## src/etf_pkg.sv

```systemverilog
`timescale 1ns / 1ps

package etf_pkg;

  // Default build widths
  localparam int COORD_WIDTH_DEF = 32;
  localparam int ITER_WIDTH_DEF  = 16;

  // Configuration port geometry
  localparam int CFG_DATA_W = 32;
  localparam int CFG_ADDR_W = 4;

  // Register field widths
  localparam int MAX_ITER_W = 16;
  localparam int JULIA_W    = 32;
  localparam int ESC_CNT_W  = 16;

  // Reset values
  localparam logic [MAX_ITER_W-1:0] MAX_ITER_RST = 16'd30;
  localparam logic                  MODE_RST     = 1'b0;
  localparam logic [JULIA_W-1:0]    JULIA_RE_RST = 32'hF8A3_D571;  // -0.46 in Q4.28
  localparam logic [JULIA_W-1:0]    JULIA_IM_RST = 32'h0947_AE14;  //  0.58 in Q4.28

  typedef enum logic [1:0] {
    REG_MAX_ITER = 2'd0,
    REG_MODE     = 2'd1,
    REG_JULIA_RE = 2'd2,
    REG_JULIA_IM = 2'd3
  } reg_idx_t;

  typedef enum logic [2:0] {
    ST_IDLE,
    ST_MUL_RR,
    ST_MUL_II,
    ST_MUL_RI,
    ST_UPDATE,
    ST_DONE
  } state_t;

  typedef enum logic [1:0] {
    SEL_RR,
    SEL_II,
    SEL_RI
  } mul_sel_t;

  typedef struct packed {
    logic     load;
    logic     mul_en;
    mul_sel_t mul_sel;
    logic     step;
  } dp_ctrl_t;

  typedef struct packed {
    logic mag_gt;
    logic ovf;
  } dp_stat_t;

endpackage

```

## src/etf_regs.sv

```systemverilog
`timescale 1ns / 1ps

module etf_regs (
  input  logic                                clk,
  input  logic                                rst,
  input  logic                                psel,
  input  logic                                penable,
  input  logic                                pwrite,
  input  logic [etf_pkg::CFG_ADDR_W-1:0]      paddr,
  input  logic [etf_pkg::CFG_DATA_W-1:0]      pwdata,
  output logic [etf_pkg::CFG_DATA_W-1:0]      prdata,
  output logic                                pready,
  output logic [etf_pkg::MAX_ITER_W-1:0]      max_iterations,
  output logic                                fractal_mode,
  output logic [etf_pkg::JULIA_W-1:0]         julia_re,
  output logic [etf_pkg::JULIA_W-1:0]         julia_im
);

  etf_pkg::reg_idx_t idx;
  logic              wr_en;

  assign idx    = etf_pkg::reg_idx_t'(paddr[3:2]);
  assign wr_en  = psel && penable && pwrite;
  assign pready = 1'b1;

  always_ff @(posedge clk) begin
    if (rst) begin
      max_iterations <= etf_pkg::MAX_ITER_RST;
      fractal_mode   <= etf_pkg::MODE_RST;
      julia_re       <= etf_pkg::JULIA_RE_RST;
      julia_im       <= etf_pkg::JULIA_IM_RST;
    end else if (wr_en) begin
      case (idx)
        etf_pkg::REG_MAX_ITER: max_iterations <= pwdata[etf_pkg::MAX_ITER_W-1:0];
        etf_pkg::REG_MODE:     fractal_mode   <= pwdata[0];
        etf_pkg::REG_JULIA_RE: julia_re       <= pwdata[etf_pkg::JULIA_W-1:0];
        etf_pkg::REG_JULIA_IM: julia_im       <= pwdata[etf_pkg::JULIA_W-1:0];
        default: ;
      endcase
    end
  end

  always_comb begin
    case (idx)
      etf_pkg::REG_MAX_ITER: prdata = etf_pkg::CFG_DATA_W'(max_iterations);
      etf_pkg::REG_MODE:     prdata = etf_pkg::CFG_DATA_W'(fractal_mode);
      etf_pkg::REG_JULIA_RE: prdata = etf_pkg::CFG_DATA_W'(julia_re);
      etf_pkg::REG_JULIA_IM: prdata = etf_pkg::CFG_DATA_W'(julia_im);
      default:               prdata = '0;
    endcase
  end

endmodule

```

## src/etf_dp.sv

```systemverilog
`timescale 1ns / 1ps

module etf_dp #(
  parameter int COORD_WIDTH = etf_pkg::COORD_WIDTH_DEF
) (
  input  logic                              clk,
  input  logic signed [COORD_WIDTH-1:0]     point_re,
  input  logic signed [COORD_WIDTH-1:0]     point_im,
  input  logic                              fractal_mode,
  input  logic [etf_pkg::JULIA_W-1:0]       julia_re,
  input  logic [etf_pkg::JULIA_W-1:0]       julia_im,
  input  etf_pkg::dp_ctrl_t                 ctrl,
  output etf_pkg::dp_stat_t                 stat
);

  localparam int CW     = COORD_WIDTH;
  localparam int FRAC   = CW - 4;
  localparam int PW     = 2 * CW;
  localparam int SUM_W  = CW + 6;
  localparam logic [PW:0] MAG_LIMIT = (PW + 1)'(1) << (2 * FRAC + 2);

  logic signed [CW-1:0]    zre, zim, cre, cim;
  logic signed [PW-1:0]    rr, ii, ri;
  logic signed [CW-1:0]    op_a, op_b;
  logic signed [PW-1:0]    prod;
  logic signed [PW:0]      diff;
  logic signed [SUM_W-1:0] nre_w, nim_w;
  logic [PW:0]             mag;
  logic                    re_fits, im_fits;

  // Shared multiplier: one product per cycle, operands picked by the sequencer
  always_comb begin
    case (ctrl.mul_sel)
      etf_pkg::SEL_RR: begin
        op_a = zre;
        op_b = zre;
      end
      etf_pkg::SEL_II: begin
        op_a = zim;
        op_b = zim;
      end
      etf_pkg::SEL_RI: begin
        op_a = zre;
        op_b = zim;
      end
      default: begin
        op_a = zre;
        op_b = zim;
      end
    endcase
  end

  assign prod = op_a * op_b;

  // z*z + c with floor shifts; widths keep every value exact
  assign diff  = (PW + 1)'(rr) - (PW + 1)'(ii);
  assign nre_w = SUM_W'($signed(diff[PW:FRAC])) + SUM_W'(cre);
  assign nim_w = SUM_W'($signed(ri[PW-1:FRAC-1])) + SUM_W'(cim);

  assign re_fits = (nre_w[SUM_W-1:CW-1] == '0) || (nre_w[SUM_W-1:CW-1] == '1);
  assign im_fits = (nim_w[SUM_W-1:CW-1] == '0) || (nim_w[SUM_W-1:CW-1] == '1);

  // Both squares are non-negative here
  assign mag = {1'b0, rr} + {1'b0, ii};

  assign stat.mag_gt = mag > MAG_LIMIT;
  assign stat.ovf    = !(re_fits && im_fits);

  always_ff @(posedge clk) begin
    if (ctrl.load) begin
      if (fractal_mode) begin
        zre <= point_re;
        zim <= point_im;
        cre <= CW'(julia_re);
        cim <= CW'(julia_im);
      end else begin
        zre <= '0;
        zim <= '0;
        cre <= point_re;
        cim <= point_im;
      end
    end else if (ctrl.step) begin
      zre <= nre_w[CW-1:0];
      zim <= nim_w[CW-1:0];
    end

    if (ctrl.mul_en) begin
      case (ctrl.mul_sel)
        etf_pkg::SEL_RR: rr <= prod;
        etf_pkg::SEL_II: ii <= prod;
        etf_pkg::SEL_RI: ri <= prod;
        default: ;
      endcase
    end
  end

endmodule

```

## src/etf_ctrl.sv

```systemverilog
`timescale 1ns / 1ps

module etf_ctrl #(
  parameter int ITER_WIDTH = etf_pkg::ITER_WIDTH_DEF
) (
  input  logic                              clk,
  input  logic                              rst,
  input  logic                              in_valid,
  output logic                              in_ready,
  output logic                              out_valid,
  input  logic                              out_ready,
  output logic                              inside_res,
  output logic [etf_pkg::ESC_CNT_W-1:0]     escape_count,
  input  logic [etf_pkg::MAX_ITER_W-1:0]    max_iterations,
  input  etf_pkg::dp_stat_t                 stat,
  output etf_pkg::dp_ctrl_t                 ctrl
);

  localparam int CNT_W = (ITER_WIDTH < etf_pkg::MAX_ITER_W) ? ITER_WIDTH : etf_pkg::MAX_ITER_W;

  etf_pkg::state_t  state, state_next;
  logic [CNT_W-1:0] n, n_next;
  logic             tested, tested_next;
  logic [CNT_W-1:0] limit;
  logic             fin, fin_inside;
  logic [CNT_W-1:0] fin_count;
  logic             res_inside;
  logic [CNT_W-1:0] res_count;
  logic             out_load;

  assign limit    = max_iterations[CNT_W-1:0];
  assign in_ready = (state == etf_pkg::ST_IDLE);
  assign out_load = (state == etf_pkg::ST_DONE) && (!out_valid || out_ready);

  always_comb begin
    state_next  = state;
    n_next      = n;
    tested_next = tested;
    fin         = 1'b0;
    fin_inside  = 1'b0;
    fin_count   = '0;
    ctrl        = '{load: 1'b0, mul_en: 1'b0, mul_sel: etf_pkg::SEL_RR, step: 1'b0};

    case (state)
      etf_pkg::ST_IDLE: begin
        if (in_valid) begin
          ctrl.load   = 1'b1;
          n_next      = '0;
          tested_next = 1'b0;
          state_next  = etf_pkg::ST_MUL_RR;
        end
      end
      etf_pkg::ST_MUL_RR: begin
        ctrl.mul_en  = 1'b1;
        ctrl.mul_sel = etf_pkg::SEL_RR;
        state_next   = etf_pkg::ST_MUL_II;
      end
      etf_pkg::ST_MUL_II: begin
        ctrl.mul_en  = 1'b1;
        ctrl.mul_sel = etf_pkg::SEL_II;
        state_next   = etf_pkg::ST_MUL_RI;
      end
      etf_pkg::ST_MUL_RI: begin
        ctrl.mul_en  = 1'b1;
        ctrl.mul_sel = etf_pkg::SEL_RI;
        // squares of the last stepped z are ready: test the magnitude first
        if (tested && stat.mag_gt) begin
          fin        = 1'b1;
          fin_count  = n - CNT_W'(1);
          state_next = etf_pkg::ST_DONE;
        end else if (n == limit) begin
          fin        = 1'b1;
          fin_inside = 1'b1;
          state_next = etf_pkg::ST_DONE;
        end else begin
          state_next = etf_pkg::ST_UPDATE;
        end
      end
      etf_pkg::ST_UPDATE: begin
        if (stat.ovf) begin
          fin        = 1'b1;
          fin_count  = n;
          state_next = etf_pkg::ST_DONE;
        end else begin
          ctrl.step   = 1'b1;
          n_next      = n + CNT_W'(1);
          tested_next = 1'b1;
          state_next  = etf_pkg::ST_MUL_RR;
        end
      end
      etf_pkg::ST_DONE: begin
        if (!out_valid || out_ready) begin
          state_next = etf_pkg::ST_IDLE;
        end
      end
      default: begin
        state_next = etf_pkg::ST_IDLE;
      end
    endcase
  end

  always_ff @(posedge clk) begin
    if (rst) begin
      state  <= etf_pkg::ST_IDLE;
      n      <= '0;
      tested <= 1'b0;
    end else begin
      state  <= state_next;
      n      <= n_next;
      tested <= tested_next;
    end
  end

  always_ff @(posedge clk) begin
    if (fin) begin
      res_inside <= fin_inside;
      res_count  <= fin_count;
    end
  end

  // Output register: hold the transaction until it is taken
  always_ff @(posedge clk) begin
    if (rst) begin
      out_valid <= 1'b0;
    end else if (out_load) begin
      out_valid <= 1'b1;
    end else if (out_ready) begin
      out_valid <= 1'b0;
    end
  end

  always_ff @(posedge clk) begin
    if (out_load) begin
      inside_res   <= res_inside;
      escape_count <= etf_pkg::ESC_CNT_W'(res_count);
    end
  end

endmodule

```

## src/escape_time_fractal_iteration.sv

```systemverilog
`timescale 1ns / 1ps

// Escape-time iterator for Mandelbrot and Julia sets on signed Q4.28 points
// (COORD_WIDTH bits, four integer bits). One point is in flight at a time:
// in_ready is high only while the block is idle. A single shared signed
// COORD_WIDTH x COORD_WIDTH multiplier produces one product per cycle, and
// each iteration step needs three of them (re*re, im*im, re*im) in the states
// ST_MUL_RR, ST_MUL_II and ST_MUL_RI, then ST_UPDATE forms the new z. The
// result waits in its own register, so the next point can be accepted
// while the previous result is still pending. The user must write configuration
// through the APB port only while the block is idle; the block does not enforce it.
module escape_time_fractal_iteration #(
  parameter int COORD_WIDTH = etf_pkg::COORD_WIDTH_DEF,
  parameter int ITER_WIDTH  = etf_pkg::ITER_WIDTH_DEF
) (
  input  logic                              clk,
  input  logic                              rst,
  input  logic                              psel,
  input  logic                              penable,
  input  logic                              pwrite,
  input  logic [etf_pkg::CFG_ADDR_W-1:0]    paddr,
  input  logic [etf_pkg::CFG_DATA_W-1:0]    pwdata,
  output logic [etf_pkg::CFG_DATA_W-1:0]    prdata,
  output logic                              pready,
  input  logic                              in_valid,
  output logic                              in_ready,
  input  logic signed [COORD_WIDTH-1:0]     point_re,
  input  logic signed [COORD_WIDTH-1:0]     point_im,
  output logic                              out_valid,
  input  logic                              out_ready,
  output logic                              inside_res,
  output logic [etf_pkg::ESC_CNT_W-1:0]     escape_count
);

  logic [etf_pkg::MAX_ITER_W-1:0] max_iterations;
  logic                           fractal_mode;
  logic [etf_pkg::JULIA_W-1:0]    julia_re;
  logic [etf_pkg::JULIA_W-1:0]    julia_im;
  etf_pkg::dp_ctrl_t              dp_ctrl;
  etf_pkg::dp_stat_t              dp_stat;

  etf_regs u_regs (
    .clk            (clk),
    .rst            (rst),
    .psel           (psel),
    .penable        (penable),
    .pwrite         (pwrite),
    .paddr          (paddr),
    .pwdata         (pwdata),
    .prdata         (prdata),
    .pready         (pready),
    .max_iterations (max_iterations),
    .fractal_mode   (fractal_mode),
    .julia_re       (julia_re),
    .julia_im       (julia_im)
  );

  etf_dp #(
    .COORD_WIDTH (COORD_WIDTH)
  ) u_dp (
    .clk          (clk),
    .point_re     (point_re),
    .point_im     (point_im),
    .fractal_mode (fractal_mode),
    .julia_re     (julia_re),
    .julia_im     (julia_im),
    .ctrl         (dp_ctrl),
    .stat         (dp_stat)
  );

  etf_ctrl #(
    .ITER_WIDTH (ITER_WIDTH)
  ) u_ctrl (
    .clk            (clk),
    .rst            (rst),
    .in_valid       (in_valid),
    .in_ready       (in_ready),
    .out_valid      (out_valid),
    .out_ready      (out_ready),
    .inside_res     (inside_res),
    .escape_count   (escape_count),
    .max_iterations (max_iterations),
    .stat           (dp_stat),
    .ctrl           (dp_ctrl)
  );

endmodule

```

## config.mk

```make
export PLATFORM = sky130hd
export DESIGN_NAME = escape_time_fractal_iteration
export DESIGN_NICKNAME = d
export VERILOG_FILES = /design/src/etf_pkg.sv /design/src/etf_regs.sv /design/src/etf_dp.sv /design/src/etf_ctrl.sv /design/src/escape_time_fractal_iteration.sv
export SDC_FILE = /design/constraint.sdc
export NUM_CORES = 2
export LEC_CHECK = 0
export BUFFER_PORTS_ARGS = -buffer_cell sky130_fd_sc_hd__buf_2
export CAP_MARGIN = 30
export CORE_MARGIN = 2
export CORE_UTILIZATION = 57
export CTS_BUF_LIST = sky130_fd_sc_hd__clkbuf_2 sky130_fd_sc_hd__clkbuf_4 sky130_fd_sc_hd__clkbuf_8
export CTS_CLUSTER_DIAMETER = 200
export CTS_CLUSTER_SIZE = 25
export DETAILED_ROUTE_END_ITERATION = 6
export GPL_ROUTABILITY_DRIVEN = 1
export PLACE_DENSITY = 0.79
export SLEW_MARGIN = 20
export SYNTH_ARGS = -nofsm -noshare
export SYNTH_HDL_FRONTEND = slang
export SYNTH_HIERARCHICAL = 1
export SYNTH_SLANG_ARGS = --single-unit
```

## constraint.sdc

```tcl
create_clock -name clk -period 11 [get_ports clk]
set_clock_uncertainty 0.2 [all_clocks]
set_input_delay 3.3 -clock clk [delete_from_list [all_inputs] [get_ports clk]]
set_output_delay 3.3 -clock clk [all_outputs]
set_load 0.005 [all_outputs]
```

==> run_results.csv <==
group,metric,value,unit
global_routing,grtUsageTotal,37.1,%
critical_path,reg2reg_slack,0.28,ns
route,drt_iter0_drc,5838,
finish,fill_cells,9435,
cts,clock_sinks,429,
synthesis,synth-main-ff-cell,"edfxtp_1",
placed_design,gp_congestion,1.01,
sta,max_slew.worst_pin.slew,1.06,ns
cts,hold_buffers,0,
synthesis,synth_async_sr_flop_share,0,%
global_routing,antenna_found_initial,17,
synthesis,ys_warn_count,6,
outcome,violations,"design-rule violations",
floorplanning,core_area,112000,um^2
finish,final_layout_size_suffix_gt1_share,9.68,%
global_routing,grt-ovfl-total,0,
floorplanning,dieHeight,341,um
synthesis,avgSynthCellArea,9.35,um^2
route,drtAntennaViolNets,0,
synthesis,synth_edf_count,327,
route,routed_wl,215000,um
cts,path_clk_slew,0.16,ns
sta,min_period_over_period,97.4,%
floorplanning,start_util,57.5,%
floorplanning,rows,123,
sta,hold_slack,0.191,ns
outcome,status,"complete, but fails checks",
synthesis,syn-num-nets,8501,
critical_path,reg2reg_from,"u_ctrl/state[0]$_SDFFE_PP0P_",
synthesis,ys_seq_area_share,18.3,%
placed_design,dp_hpwl,178000,um
critical_path,crit_type,"register to register",
cts,cts_tree,"yes",
sta,fin_crit,10.72,ns
floorplanning,io_pins,159,
critical_path,arrival,10.96,ns
sta,setup_tns,0,ns
hold_path,hp-class,"register to register",
critical_path,worst-r2r-cell-count,32,
critical_path,path_max_fanout,36,
route,drc_errors,2,
floorplanning,dieArea,116000,um^2
critical_path,crit_end,"u_dp/ri[62]$_DFFE_PP_",
finish,layout_commonest_cell,"inv_1",
critical_path,critPathLaunchType,"register",
critical_path,slowest_delay,0.65,ns
route,vias_per_cell,6.15,
finish,fin_nets,8638,
critical_path,r2r-end,"u_dp/ri[62]$_DFFE_PP_",
synthesis,ys_ff_latch,429,
cts,clock_path_buffers,3,
sta,setup_violations,0,
sta,maxSlewViolCount,0,
sta,grt_setup_unrepaired,"no",
critical_path,slowest_stage,"nor3b_2",
route,routedWlPerCell,25.0,um
finish,most-common-layout-cells,"inv_1, fa_1, nor2_1, nand2_1, ha_1",
placed_design,numPortBuffers,155,
flow_run,cap_violations,0,
floorplanning,die_w,341,um
synthesis,yosys.cell_types.count,109,
sta,max_slew_margin,28.6,%
cts,htreeDepth,1,
critical_path,worstPathRequired,11.25,ns
route,drtPass1Iterations,7,
cts,cts_buffers,21,
global_routing,grt_pass1_vias,52500,
cts,cts_root_buf,"clkbuf_8",
cts,clkLatencyLatePin,0.72,ns
synthesis,syn_area,64700,um^2
sta,max_freq,93.3,MHz
route,vias,52800,
critical_path,cp_common_cell,"fa_1",
global_routing,grt_pass1_wl,324000,um
global_routing,grt_max_degree,112,
critical_path,endpoint_kind,"register",
sta,finalHoldViolations,0,
finish,area_delta_synth_final,6.58,%
finish,final_util,61.3,%
synthesis,synthCells,6921,
critical_path,startpoint,"u_ctrl/state[0]$_SDFFE_PP0P_",
==> sequential cells by signal, summed over array words and instances (netlist names), 3 cells and up <==
name and flops:
u_dp/ii 64, u_dp/rr 64, u_ctrl/state 3, u_ctrl/res_count 16
u_regs/julia_im 32, u_ctrl/escape_count 16, u_ctrl/n 16, u_regs/max_iterations 16
u_dp/zre 32, u_dp/ri 37, u_dp/cim 32, u_dp/cre 32
u_dp/zim 32, u_regs/julia_re 32
==> through the flow <==
step           std cells  instance area, um^2  setup slack, ns
2_1_floorplan       6921                64700            0.867
3_3_place_gp        8513                68200            0.129
3_5_place_dp        8517                68300           0.0605
4_1_cts             8555                68700           0.0209
5_1_grt             8573                69000           0.0284
6_report            8579                69000            0.283
==> timing repair <==
action,4_1_cts,5_1_grt
buffers inserted,0,13
resized for setup,0,9
setup endpoints to repair,0,39
==> synthesized netlist by cell type (all sizes together), types with 8 or more instances <==
library cell / n / area, um^2
a22oi: 8 / 60.1
o31ai: 43 / 328
ha: 388 / 4850
or2: 13 / 83.8
mux2: 118 / 1330
nand2: 745 / 2800
inv: 1116 / 4190
a21o: 81 / 611
o311ai: 9 / 78.8
or4: 13 / 110
a311oi: 12 / 105
a22o: 16 / 140
nor4: 58 / 375
and4: 9 / 78.8
mux2i: 185 / 1850
dfxtp: 102 / 2040
o22ai: 11 / 68.8
a221oi: 11 / 96.3
a2111oi: 17 / 156
edfxtp: 327 / 9820
o21ai: 213 / 1070
xnor2: 131 / 1150
or3: 21 / 143
xor2: 69 / 604
a31o: 13 / 114
a211oi: 41 / 308
o21bai: 38 / 285
clkbuf: 262 / 1050
nor3: 59 / 307
buf: 48 / 329
o21a: 31 / 233
and3: 31 / 204
nand4: 43 / 269
a221o: 9 / 91.3
nand2b: 103 / 644
nor2b: 68 / 425
nand3: 134 / 681
o211ai: 35 / 263
a21oi: 273 / 1370
a31oi: 27 / 169
and2: 14 / 87.6
a211o: 16 / 143
fa: 1085 / 21700
nor2: 762 / 2870
==> cell type report <==
class	instances	area, um^2	share of cell area [%]
Clock buffer	36	402	0.582
Inverter	1118	4210	6.10
Multi-Input combinational cell	5064	47400	68.8
Clock inverter	2	37.5	0.0544
Antenna cell	6	15.0	0.0218
Tap cell	1500	1880	2.72
Timing Repair Buffer	424	3140	4.55
Sequential cell	429	11900	17.2
==> kinds of logic (layout without fill, tap and decap cells) <==
group                      Yosys count  count (layout)  synth area share, %
AOI/OAI and AO/OA                  979             979                 9.85
xor gates and xnor gates           200             200                 2.71
adders and majority gates         1473            1473                 41.1
buffers and inverters             1429            1580                 8.64
DFF                                429             429                 18.3
muxes                              304             304                 4.95
other                                1               7              0.00579
and+or+nand+nor                   2106            2107                 14.5
==> worst min path at each step <==
stage                                             start                                to  slack [ns]  cells past startpoint
after CTS                 u_ctrl/res_count[9]$_DFFE_PP_  u_ctrl/escape_count[9]$_DFFE_PP_        0.20                      0
after floorplan           u_ctrl/res_count[0]$_DFFE_PP_  u_ctrl/escape_count[0]$_DFFE_PP_        0.20                      0
after global placement    u_ctrl/res_count[8]$_DFFE_PP_  u_ctrl/escape_count[8]$_DFFE_PP_        0.20                      0
after detailed placement  u_ctrl/res_count[3]$_DFFE_PP_  u_ctrl/escape_count[3]$_DFFE_PP_        0.21                      0
final                     u_ctrl/res_count[9]$_DFFE_PP_  u_ctrl/escape_count[9]$_DFFE_PP_        0.19                      0
after global routing      u_ctrl/res_count[9]$_DFFE_PP_  u_ctrl/escape_count[9]$_DFFE_PP_        0.19                      0
==> critical path, delay by kind of cell, from the launching register on <==
family          cells  cell delay, ns
fa+ha+maj           9            4.33
buf+inv             7            1.02
simple gates        7            1.95
xor+xnor            1            0.16
compound gates      7            1.73
flops               1            0.43
mux                 1            0.53
==> routing by layer <==
metal	wire (um)	GRT usage, %	vias to the layer above
met5	110	0	-
met4	12300	16.8	16
met3	20800	6.04	551
met2	97500	58.1	2816
met1	84300	51.0	26700
li1	-	-	22700
Power is left out: the tool's default activity adds up to more than one toggle a clock period on the data nets, which glitch-free logic cannot reach.
